$ cat config.mk
export PLATFORM = sky130hd
export DESIGN_NAME = tbc_cell
export DESIGN_NICKNAME = d
export VERILOG_FILES = /design/src/rtl/core/tbc_pkg.sv /design/src/rtl/core/tbc_cell.sv
export SDC_FILE = /design/constraint.sdc
export NUM_CORES = 2
export LEC_CHECK = 0
export ABC_AREA = 1
export ABC_CLOCK_PERIOD_IN_PS = 14400
export BUFFER_PORTS_ARGS = -buffer_cell sky130_fd_sc_hd__buf_4
export CORE_ASPECT_RATIO = 1.5
export CORE_UTILIZATION = 47
export CTS_BUF_LIST = sky130_fd_sc_hd__clkbuf_8
export DETAILED_ROUTE_END_ITERATION = 16
export MAX_ROUTING_LAYER = met4
export PLACE_DENSITY_LB_ADDON = 0.15
export SETUP_SLACK_MARGIN = 0.3
export SYNTH_ARGS = -nofsm -noshare
export SYNTH_HDL_FRONTEND = slang
export SYNTH_SLANG_ARGS = --single-unit
$ cat constraint.sdc
create_clock -name clk -period 14.4 [get_ports clk]
set_input_delay 2.16 -clock clk [delete_from_list [all_inputs] [get_ports clk]]
set_output_delay 2.16 -clock clk [all_outputs]
set_load 0.005 [all_outputs]
$ cat src/rtl/core/tbc_pkg.sv
`default_nettype none

package tbc_pkg;

    // Coordinate format: signed Q(CW-FW).FW
    localparam int CW = 32;
    localparam int FW = 16;
    localparam int NV = 3;
    localparam int MAX_VERTS = 9;
    localparam int PLANES = 6;

    // Plane distance, divisor and divider remainder widths
    localparam int DW = CW + 1;
    localparam int SW = CW + 2;
    localparam int RW = CW + 3;
    localparam int CNT_W = $clog2(MAX_VERTS + 1);
    localparam int K_W = $clog2(FW + 1);

    // Configuration register indexes
    localparam int CFG_IW = 3;
    localparam logic [CFG_IW-1:0] REG_MIN_X = 3'd0;
    localparam logic [CFG_IW-1:0] REG_MIN_Y = 3'd1;
    localparam logic [CFG_IW-1:0] REG_MIN_Z = 3'd2;
    localparam logic [CFG_IW-1:0] REG_MAX_X = 3'd3;
    localparam logic [CFG_IW-1:0] REG_MAX_Y = 3'd4;
    localparam logic [CFG_IW-1:0] REG_MAX_Z = 3'd5;

    typedef logic signed [CW-1:0] coord_t;
    typedef logic [NV-1:0][CW-1:0] vtx_t;

    // One vertex item between cells; none marks an empty polygon.
    typedef struct packed {
        logic none;
        logic last;
        vtx_t v;
    } tok_t;

endpackage

`default_nettype wire

$ cat src/rtl/core/tbc_cell.sv
`default_nettype none

module tbc_cell
    import tbc_pkg::*;
(
    input  wire logic        clk,
    input  wire logic        rst_n,
    input  wire coord_t      plane,
    input  wire logic [1:0]  axis,
    input  wire logic        flip,
    input  wire logic        in_valid,
    output logic             in_ready,
    input  wire tok_t        in_tok,
    output logic             out_valid,
    input  wire logic        out_ready,
    output tok_t             out_tok
);

    localparam logic [2:0] S_IN    = 3'd0;
    localparam logic [2:0] S_EDGE  = 3'd1;
    localparam logic [2:0] S_DIV   = 3'd2;
    localparam logic [2:0] S_MUL   = 3'd3;
    localparam logic [2:0] S_PUSH  = 3'd4;
    localparam logic [2:0] S_NEXT  = 3'd5;
    localparam logic [2:0] S_FLUSH = 3'd6;

    localparam int PW = DW + FW + 2;

    // Control state
    logic [2:0]       state_reg, state_next;
    logic             have_first_reg, have_first_next;
    logic             close_pend_reg, close_pend_next;
    logic             close_edge_reg, close_edge_next;
    logic             hold_valid_reg, hold_valid_next;
    logic [CNT_W-1:0] cnt_reg, cnt_next;
    logic             push_t_reg, push_t_next;
    logic [K_W-1:0]   k_reg, k_next;
    logic [1:0]       j_reg, j_next;
    logic             ph_reg, ph_next;

    // Payload
    vtx_t                 first_reg, prev_reg, f_reg, t_reg, pv_reg, hold_reg;
    logic signed [DW-1:0] dfirst_reg, dprev_reg, df_reg, dt_reg;
    logic [RW-1:0]        r_reg;
    logic [SW-1:0]        den_reg;
    logic [FW:0]          q_reg;
    logic signed [PW-1:0] prod_reg;

    logic                 in_fire, out_fire;
    logic signed [DW-1:0] d_in;
    logic                 fin, tin;
    logic [DW-1:0]        abs_dt, abs_df;
    logic [RW-1:0]        rr;
    logic                 ge;
    logic signed [DW-1:0] diff;
    logic signed [PW-1:0] prod;
    logic signed [PW-1:0] scaled;
    logic [CW-1:0]        sum;

    // Signed distance of a vertex to this cell's plane; max planes are flipped.
    function automatic logic signed [DW-1:0] dist_f(input vtx_t v, input logic [1:0] ax,
                                                    input coord_t pl, input logic fl);
        logic [CW-1:0]        c;
        logic signed [DW-1:0] ce, pe;
        begin
            case (ax)
                2'd0:    c = v[0];
                2'd1:    c = v[1];
                2'd2:    c = v[2];
                default: c = '0;
            endcase
            ce = $signed({c[CW-1], c});
            pe = $signed({pl[CW-1], pl});
            dist_f = fl ? (pe - ce) : (ce - pe);
        end
    endfunction

    // Handshakes
    assign in_ready  = (state_reg == S_IN);
    assign in_fire   = in_valid && in_ready;
    assign out_valid = (state_reg == S_FLUSH) ||
                       (state_reg == S_PUSH && hold_valid_reg &&
                        cnt_reg != CNT_W'(MAX_VERTS));
    assign out_fire  = out_valid && out_ready;

    // The held vertex goes out flagged last only when the polygon closes.
    always_comb
    begin
        out_tok.none = (state_reg == S_FLUSH) && !hold_valid_reg;
        out_tok.last = (state_reg == S_FLUSH);
        out_tok.v    = out_tok.none ? '0 : hold_reg;
    end

    // Edge classification and crossing arithmetic
    assign d_in   = dist_f(in_tok.v, axis, plane, flip);
    assign fin    = !df_reg[DW-1];
    assign tin    = !dt_reg[DW-1];
    assign abs_dt = dt_reg[DW-1] ? DW'(-dt_reg) : DW'(dt_reg);
    assign abs_df = df_reg[DW-1] ? DW'(-df_reg) : DW'(df_reg);
    assign rr     = (k_reg == '0) ? r_reg : {r_reg[RW-2:0], 1'b0};
    assign ge     = rr >= RW'(den_reg);
    assign diff   = $signed({f_reg[j_reg][CW-1], f_reg[j_reg]}) -
                    $signed({t_reg[j_reg][CW-1], t_reg[j_reg]});
    assign prod   = PW'(diff * $signed({1'b0, q_reg}));
    assign scaled = prod_reg >>> FW;
    assign sum    = t_reg[j_reg] + scaled[CW-1:0];

    // Next control state
    always_comb
    begin
        state_next      = state_reg;
        have_first_next = have_first_reg;
        close_pend_next = close_pend_reg;
        close_edge_next = close_edge_reg;
        hold_valid_next = hold_valid_reg;
        cnt_next        = cnt_reg;
        push_t_next     = push_t_reg;
        k_next          = k_reg;
        j_next          = j_reg;
        ph_next         = ph_reg;
        unique case (state_reg)
            S_IN:
            begin
                if (in_fire)
                begin
                    if (in_tok.none)
                    begin
                        state_next = S_FLUSH;
                    end
                    else if (have_first_reg)
                    begin
                        state_next      = S_EDGE;
                        close_pend_next = in_tok.last;
                        close_edge_next = 1'b0;
                    end
                    else
                    begin
                        have_first_next = 1'b1;
                        if (in_tok.last)
                        begin
                            state_next      = S_EDGE;
                            close_pend_next = 1'b1;
                            close_edge_next = 1'b1;
                        end
                    end
                end
            end
            S_EDGE:
            begin
                if (fin && tin)
                begin
                    state_next  = S_PUSH;
                    push_t_next = 1'b0;
                end
                else if (fin != tin)
                begin
                    state_next  = S_DIV;
                    push_t_next = tin;
                    k_next      = '0;
                end
                else
                begin
                    state_next = S_NEXT;
                end
            end
            S_DIV:
            begin
                k_next = k_reg + 1'b1;
                if (k_reg == K_W'(FW))
                begin
                    state_next = S_MUL;
                    j_next     = '0;
                    ph_next    = 1'b0;
                end
            end
            S_MUL:
            begin
                ph_next = !ph_reg;
                if (ph_reg)
                begin
                    j_next = j_reg + 1'b1;
                    if (j_reg == 2'(NV - 1))
                    begin
                        state_next = S_PUSH;
                    end
                end
            end
            S_PUSH:
            begin
                if (cnt_reg == CNT_W'(MAX_VERTS) || !hold_valid_reg || out_fire)
                begin
                    if (cnt_reg != CNT_W'(MAX_VERTS))
                    begin
                        hold_valid_next = 1'b1;
                        cnt_next        = cnt_reg + 1'b1;
                    end
                    if (push_t_reg)
                    begin
                        push_t_next = 1'b0;
                    end
                    else
                    begin
                        state_next = S_NEXT;
                    end
                end
            end
            S_NEXT:
            begin
                if (close_pend_reg && !close_edge_reg)
                begin
                    state_next      = S_EDGE;
                    close_edge_next = 1'b1;
                end
                else if (close_pend_reg)
                begin
                    state_next = S_FLUSH;
                end
                else
                begin
                    state_next = S_IN;
                end
            end
            S_FLUSH:
            begin
                if (out_fire)
                begin
                    state_next      = S_IN;
                    hold_valid_next = 1'b0;
                    cnt_next        = '0;
                    have_first_next = 1'b0;
                    close_pend_next = 1'b0;
                    close_edge_next = 1'b0;
                end
            end
            default:
            begin
                state_next = S_IN;
            end
        endcase
    end

    // Control registers
    always_ff @(posedge clk or negedge rst_n)
    begin
        if (!rst_n)
        begin
            state_reg      <= S_IN;
            have_first_reg <= 1'b0;
            close_pend_reg <= 1'b0;
            close_edge_reg <= 1'b0;
            hold_valid_reg <= 1'b0;
            cnt_reg        <= '0;
            push_t_reg     <= 1'b0;
            k_reg          <= '0;
            j_reg          <= '0;
            ph_reg         <= 1'b0;
        end
        else
        begin
            state_reg      <= state_next;
            have_first_reg <= have_first_next;
            close_pend_reg <= close_pend_next;
            close_edge_reg <= close_edge_next;
            hold_valid_reg <= hold_valid_next;
            cnt_reg        <= cnt_next;
            push_t_reg     <= push_t_next;
            k_reg          <= k_next;
            j_reg          <= j_next;
            ph_reg         <= ph_next;
        end
    end

    // Vertex, distance and arithmetic registers
    always_ff @(posedge clk)
    begin
        case (state_reg)
            S_IN:
            begin
                if (in_fire && !in_tok.none)
                begin
                    prev_reg  <= in_tok.v;
                    dprev_reg <= d_in;
                    t_reg     <= in_tok.v;
                    dt_reg    <= d_in;
                    if (have_first_reg)
                    begin
                        f_reg  <= prev_reg;
                        df_reg <= dprev_reg;
                    end
                    else
                    begin
                        first_reg  <= in_tok.v;
                        dfirst_reg <= d_in;
                        f_reg      <= in_tok.v;
                        df_reg     <= d_in;
                    end
                end
            end
            S_EDGE:
            begin
                pv_reg  <= t_reg;
                r_reg   <= RW'(abs_dt);
                den_reg <= SW'(abs_dt) + SW'(abs_df);
                q_reg   <= '0;
            end
            S_DIV:
            begin
                q_reg <= {q_reg[FW-1:0], ge};
                r_reg <= ge ? (rr - RW'(den_reg)) : rr;
            end
            S_MUL:
            begin
                if (!ph_reg)
                begin
                    prod_reg <= prod;
                end
                else
                begin
                    pv_reg[j_reg] <= sum;
                end
            end
            S_PUSH:
            begin
                if (cnt_reg != CNT_W'(MAX_VERTS) && (!hold_valid_reg || out_fire))
                begin
                    hold_reg <= pv_reg;
                end
                if (cnt_reg == CNT_W'(MAX_VERTS) || !hold_valid_reg || out_fire)
                begin
                    pv_reg <= t_reg;
                end
            end
            S_NEXT:
            begin
                if (close_pend_reg && !close_edge_reg)
                begin
                    f_reg  <= prev_reg;
                    df_reg <= dprev_reg;
                    t_reg  <= first_reg;
                    dt_reg <= dfirst_reg;
                end
            end
            default:
            begin
            end
        endcase
    end

    // The output list never grows past its capacity.
    assert property (@(posedge clk) disable iff (!rst_n)
        cnt_reg <= CNT_W'(MAX_VERTS))
        else $error("tbc_cell: vertex count overflow");

    // An empty-polygon item only leaves when no vertex was kept.
    assert property (@(posedge clk) disable iff (!rst_n)
        (out_valid && out_tok.none) |-> (cnt_reg == '0))
        else $error("tbc_cell: empty item with kept vertices");

    // A closed polygon clears the cell for the next one.
    assert property (@(posedge clk) disable iff (!rst_n)
        (out_fire && state_reg == S_FLUSH) |=> (cnt_reg == '0 && !hold_valid_reg))
        else $error("tbc_cell: state not cleared after polygon");

    // A held vertex always counts toward the list.
    assert property (@(posedge clk) disable iff (!rst_n)
        hold_valid_reg |-> (cnt_reg != '0))
        else $error("tbc_cell: held vertex without count");

endmodule

`default_nettype wire

== Word-level counts from Yosys, hierarchy flattened ==
Index checks and enable logic that the tools add are counted.

* Bits of input ports: 137
* Output and inout port bits: 100
* Logic and storage cells: 209
* Flip-flop bits (word level): 862

* Reduce and logical (&&, ||, !) cells: 46
* Magnitude comparators: 3
* Add/sub/neg operators: 11
* Eq/ne operators: 29
* $mul: 1
* Bitwise gates (word level): 2
* Muxes and demuxes: 81

{| class="wikitable"
|+ Operators by type and width
! cell !! count
|-
| 96-bit 2-to-1 mux || 8
|-
| 96-bit one-hot mux with 2 select lines || 2
|-
| 96-bit one-hot mux with 3 select lines || 1
|-
| 33-bit 2-to-1 mux || 8
|-
| 33-bit one-hot mux with 2 select lines || 2
|-
| 32-bit binary-select mux with 2-bit select || 2
|-
| 32-bit by 32-bit subtractor with 33-bit output || 3
|-
| 96-bit bitwise mux || 1
|-
| 32-bit 2-to-1 mux || 3
|-
| 32-bit one-hot mux with 3 select lines || 1
|-
| 35-bit 2-to-1 mux || 2
|-
| 35-bit one-hot mux with 2 select lines || 1
|-
| 33-bit negation || 2
|-
| 32-bit demux with 2-bit select || 1
|-
| 33-bit by 18-bit multiplier with 48-bit output || 1
|-
| 3-bit 2-to-1 mux || 14
|-
| 35-bit by 34-bit >= comparator with 1-bit output || 1
|-
| 35-bit by 34-bit subtractor with 35-bit output || 1
|-
| 33-bit by 33-bit adder with 34-bit output || 1
|-
| 17-bit one-hot mux with 2 select lines || 1
|-
| 32-bit adder || 1
|-
| 3-bit one-hot mux with 7 select lines || 1
|-
| 3-bit AND reduction || 6
|-
| 1-bit 2-to-1 mux || 17
|-
| other kinds (41) || 92
|}

== Logic depth before layout (Yosys ltp) ==
* Depth in word-level cells: 8
* Depth in mapped cells: 46
* Gate-level depth less buffers: 43

== Worst setup path after synthesis ==
OpenSTA, ideal clock, no wires.

* Path kind: input to register
* From: input port in_tok[97] in the netlist's numbering
* To: register df_reg[0], enable pin
* Setup time: 1.982 ns
* Required time: 12.418 ns
* Arrival time: 6.468 ns
* Setup slack: 5.951 ns
* Stages: 3
* Buffers on the path: 0
* Cell sequence: nor2_1 > nand2_1 > nand2_1

* Longest elaborated chain between the ends: 4

{| class="wikitable"
|+ RTL lines
! item !! RTL line !! text
|-
| start, declared || tbc_cell.sv:13 || <nowiki>input wire tok_t in_tok,</nowiki>
|-
| 1-bit zero test || tbc_cell.sv:279 || <nowiki>if (in_fire && !in_tok.none)</nowiki>
|-
| 1-bit logical AND || tbc_cell.sv:279 ||
|-
| 2-bit by 1-bit inequality test with 1-bit output (no source line) || - ||
|-
| 3-bit AND reduction (no source line) || - ||
|-
| end signal, assigned || tbc_cell.sv:288 || <nowiki>df_reg <= dprev_reg;</nowiki>
|-
| end signal, assigned || tbc_cell.sv:295 || <nowiki>df_reg <= d_in;</nowiki>
|-
| end signal, assigned || tbc_cell.sv:338 || <nowiki>df_reg <= dprev_reg;</nowiki>
|-
| end, declared || tbc_cell.sv:43 || <nowiki>logic signed [DW-1:0] dfirst_reg, dprev_reg, df_reg, dt_reg;</nowiki>
|}

Every way passes these cells.
A chain may end at the register's enable or synchronous reset.

== Worst setup path after layout ==
* From: register j_reg[1]
* To: register prod_reg[40], data pin

* Longest elaborated chain between the ends: 4
* Elaborated cells on any way between the ends: 6
* Classes of those cells: 1 x add/sub; 1 x mul; 4 x mux

{| class="wikitable"
|+ RTL lines
! item !! RTL line !! text
|-
| start, declared || tbc_cell.sv:38 || <nowiki>logic [1:0] j_reg, j_next;</nowiki>
|-
| start signal, assigned || tbc_cell.sv:268 || <nowiki>j_reg <= j_next;</nowiki>
|-
| 32-bit binary-select mux with 2-bit select (on tied branches) || tbc_cell.sv:102, tbc_cell.sv:103 ||
|-
| 32-bit 2-to-1 mux (on tied branches) || tbc_cell.sv:102, tbc_cell.sv:103 ||
|-
| 32-bit by 32-bit subtractor with 33-bit output * || tbc_cell.sv:102 || <nowiki>assign diff = $signed({f_reg[j_reg][CW-1], f_reg[j_reg]}) -</nowiki>
|-
| 33-bit by 18-bit multiplier with 48-bit output * || tbc_cell.sv:104 || <nowiki>assign prod = PW'(diff * $signed({1'b0, q_reg}));</nowiki>
|-
| via prod[40] || tbc_cell.sv:56 || <nowiki>logic signed [PW-1:0] prod;</nowiki>
|-
| end signal, assigned || tbc_cell.sv:315 || <nowiki>prod_reg <= prod;</nowiki>
|-
| end, declared || tbc_cell.sv:47 || <nowiki>logic signed [PW-1:0] prod_reg;</nowiki>
|}

Mark *: on every way through the listed nets, which the timed path passes. The rest lies on a longest branch. The select of a mux whose other input is x is not followed.

==> results.sh <==
export IMPL_clk_latency_ns=0.88
export IMPL_syn_avg_cell_area_um2=8.738
export IMPL_grt_max_degree=94
export IMPL_grt_use_total_pct=31.62
export IMPL_gp_congestion=0.9796
export IMPL_yosys_area_top_type_share_pct=37.70
export IMPL_fin_skew_ns=0.06520
export IMPL_ys_ff_latch=846
export IMPL_grt_antenna_before_repair=2
export IMPL_clkTransAtPathRegs_ns=0.07
export IMPL_worstPathRequired_ns=15.10
export IMPL_vias=52120
export IMPL_syn_num_nets=8503
export IMPL_initial_core_util_pct=47.49
export IMPL_hold_class="flip-flop to flip-flop"
export IMPL_ant_nets=0
export IMPL_drc=0
export IMPL_reg2reg_slack_ns=3.29
export IMPL_hold_path_cell_count=0
export IMPL_cp_max_fo=40
export IMPL_min_period_over_period_pct=77.18
export IMPL_holdPathEnd="hold_reg[92]"
export IMPL_synth_top_area_cell="edfxtp_1"
export IMPL_slowest_delay_ns=0.87
export IMPL_max_cap_violations=0
export IMPL_hold_viol_final=0
export IMPL_endpoint_kind="flip-flop"
export IMPL_fill_cells=13170
export IMPL_h_tree_depth=4
export IMPL_report_final_slew_viol_count=0
export IMPL_ys_types=70
export IMPL_cts_root_buf="clkbuf_8"
export IMPL_drive_above_1_share_pct=7.972
export IMPL_period_needed_ns=11.11
export IMPL_ys_async_sr_fraction_pct=2.364
export IMPL_post_cts_buffers=0
export IMPL_num_rows=167
export IMPL_start_kind="flip-flop"
export IMPL_clkSinkCount=846
export IMPL_synthTopCellsByArea="edfxtp_1 38%, fa_1 16%, nand2_1 9.2%"
export IMPL_cts_hold_fix_buffers=0
export IMPL_worstPathArrival_ns=11.81
export IMPL_r2r_cells=37
export IMPL_cts_made_buffers=134
export IMPL_cp_slowest_cell="clkinv_1"
export IMPL_synth_edf_count=826
export IMPL_cts_resized_gates=0
export IMPL_rsz0062_at_grt="false"
export IMPL_rr_startpoint="j_reg[1]"
export IMPL_drt_iter0_drc=4184
export IMPL_syn2layout_area_growth_pct=9.837
export IMPL_yosys_warnings=0
export IMPL_timing_setup_tns_ns=0
export IMPL_fmax_mhz=89.98
export IMPL_grt_pass1_wl_mm=322.3
export IMPL_syn_area_um2=65790
export IMPL_tritoncts="built"
export IMPL_nets=8706
export IMPL_slew_headroom_pct=20.58
export IMPL_port_buffers=236
export IMPL_outcome="finished, final reports clean"
export IMPL_core_area_um2=138500
export IMPL_cts_buffer_depth=3
export IMPL_die_area_um2=141500
export IMPL_hpwl_mm=167.9
export IMPL_tightest_slew_ns=1.184
export IMPL_wl_per_cell_um=22.13
export IMPL_via_per_inst=5.373
export IMPL_cpMostUsedCell="nand2_1"
export IMPL_dieHeight_um=460.2
export IMPL_yosysSeqAreaShare_pct=38.46
export IMPL_synth_main_ff_cell="edfxtp_1"
export IMPL_crit_family="adder cells"
export IMPL_postSynthCellCount=7530
export IMPL_grt_overflow_total=0
export IMPL_die_w_um=307.5
export IMPL_hp_start="pv_reg[92]"
export IMPL_grt_pass1_vias=52780
export IMPL_drt_wl_total_mm=214.7
export IMPL_finalSetupViolCount=0
export IMPL_ios=237
export IMPL_r2r_end="prod_reg[40]"
export IMPL_first_pass_iters=7
export IMPL_path_buf_inv=10
export IMPL_crit_type="flip-flop to flip-flop"
## cell type report
type,instances,area [µm²],share of cell area (%)
multi-input cells,5018,34280,47.43
flip-flops and latches,846,25300,35.02
inverters,1423,5348,7.400
repair buffers,310,2327,3.220
well taps,1859,2326,3.219
clock buffers,135,1858,2.571
clock inverters,108,823.3,1.139
diodes,1,2.502,0.003463
## worst max-delay path by stage
stage | from | to | slack, ns | depth (start not counted)
after floorplan | in_tok[97] | df_reg[0] | 5.95 | 3
after detailed placement | j_reg[1] | prod_reg[40] | 3.41 | 37
after global routing | j_reg[1] | prod_reg[40] | 2.56 | 37
after global placement | j_reg[1] | prod_reg[40] | 3.44 | 37
final | j_reg[1] | prod_reg[40] | 3.29 | 37
after CTS | j_reg[1] | prod_reg[40] | 3.35 | 37
## per-stage QoR
| stage | area, µm² | utilization, % | hold slack (ns) | setup WS, ns | instances |
|---|---|---|---|---|---|
| 2_1_floorplan | 65790 | - | 0.4003 | 5.951 | 7530 |
| 3_3_place_gp | 69580 | 50.23 | 0.4001 | 3.443 | 9456 |
| 3_5_place_dp | 69580 | 50.23 | 0.4045 | 3.409 | 9456 |
| 4_1_cts | 72260 | 52.16 | 0.3897 | 3.346 | 9699 |
| 5_1_grt | 72270 | 52.17 | 0.4036 | 2.559 | 9700 |
| 6_report | 72270 | 52.17 | 0.3898 | 3.287 | 9700 |
## synthesized netlist by cell type, types with 4 or more instances
master / n
nand2_1: 1621
inv_1: 1404
edfxtp_1: 826
nor2_1: 789
o21ai_0: 531
fa_1: 520
ha_1: 316
a21oi_1: 295
nand3_1: 205
clkbuf_1: 184
xor2_1: 149
xnor2_1: 72
or2_2: 65
o21bai_1: 62
a31oi_1: 50
nor3_1: 47
o22ai_1: 42
o21a_1: 40
buf_2: 30
a21o_1: 29
nand4_1: 28
dfrtp_1: 20
nor4_1: 19
o211ai_1: 19
buf_1: 17
nand2_2: 12
inv_2: 10
clkinv_1: 9
o21ai_1: 9
a32o_1: 8
a32oi_1: 7
buf_4: 6
nor2_2: 6
or2_1: 6
a211oi_1: 5
o31ai_1: 5
and3_1: 4
clkbuf_2: 4
mux2i_1: 4
nand3b_1: 4
nor3_2: 4
o221ai_1: 4
## cells in the final DEF (no fill, tap or decap), types with 37 or more instances in the layout
cell / n
buf_4: 310
o22ai_1: 42
inv_1: 1438
nand3_1: 205
edfxtp_1: 826
clkinv_1: 37
o21ai_0: 531
o21a_1: 40
fa_1: 520
nand2_1: 1618
a21oi_1: 293
nor2_1: 779
nor3_1: 47
xor2_1: 148
clkbuf_8: 135
o21bai_1: 62
or2_2: 65
ha_1: 316
xnor2_1: 71
a31oi_1: 50
## per-layer routing
metal | routed length [µm] | track usage [%] | vias to the layer above
met4 | 11450 | 15.09 | 0
met2 | 101200 | 50.49 | 2043
met1 | 88640 | 40.27 | 25240
li1 | - | - | 24360
met3 | 13380 | 3.523 | 475
met5 | 0 | - | -
## logic make-up (layout without fill, tap and decap cells)
family / after synthesis / count (layout) / synth area share [%]
compound gates: 1138 / 1138 / 9.792
buf+inv: 1666 / 1976 / 9.626
xor+xnor: 225 / 225 / 3.058
simple gates: 2815 / 2815 / 17.17
fa+ha+maj: 836 / 836 / 21.83
other cells: 0 / 1 / 0
mux: 4 / 4 / 0.06086
flops: 846 / 846 / 38.46
Power is not shown: default switching activity piles up to over one toggle a cycle in this logic, so the estimate is an artifact.
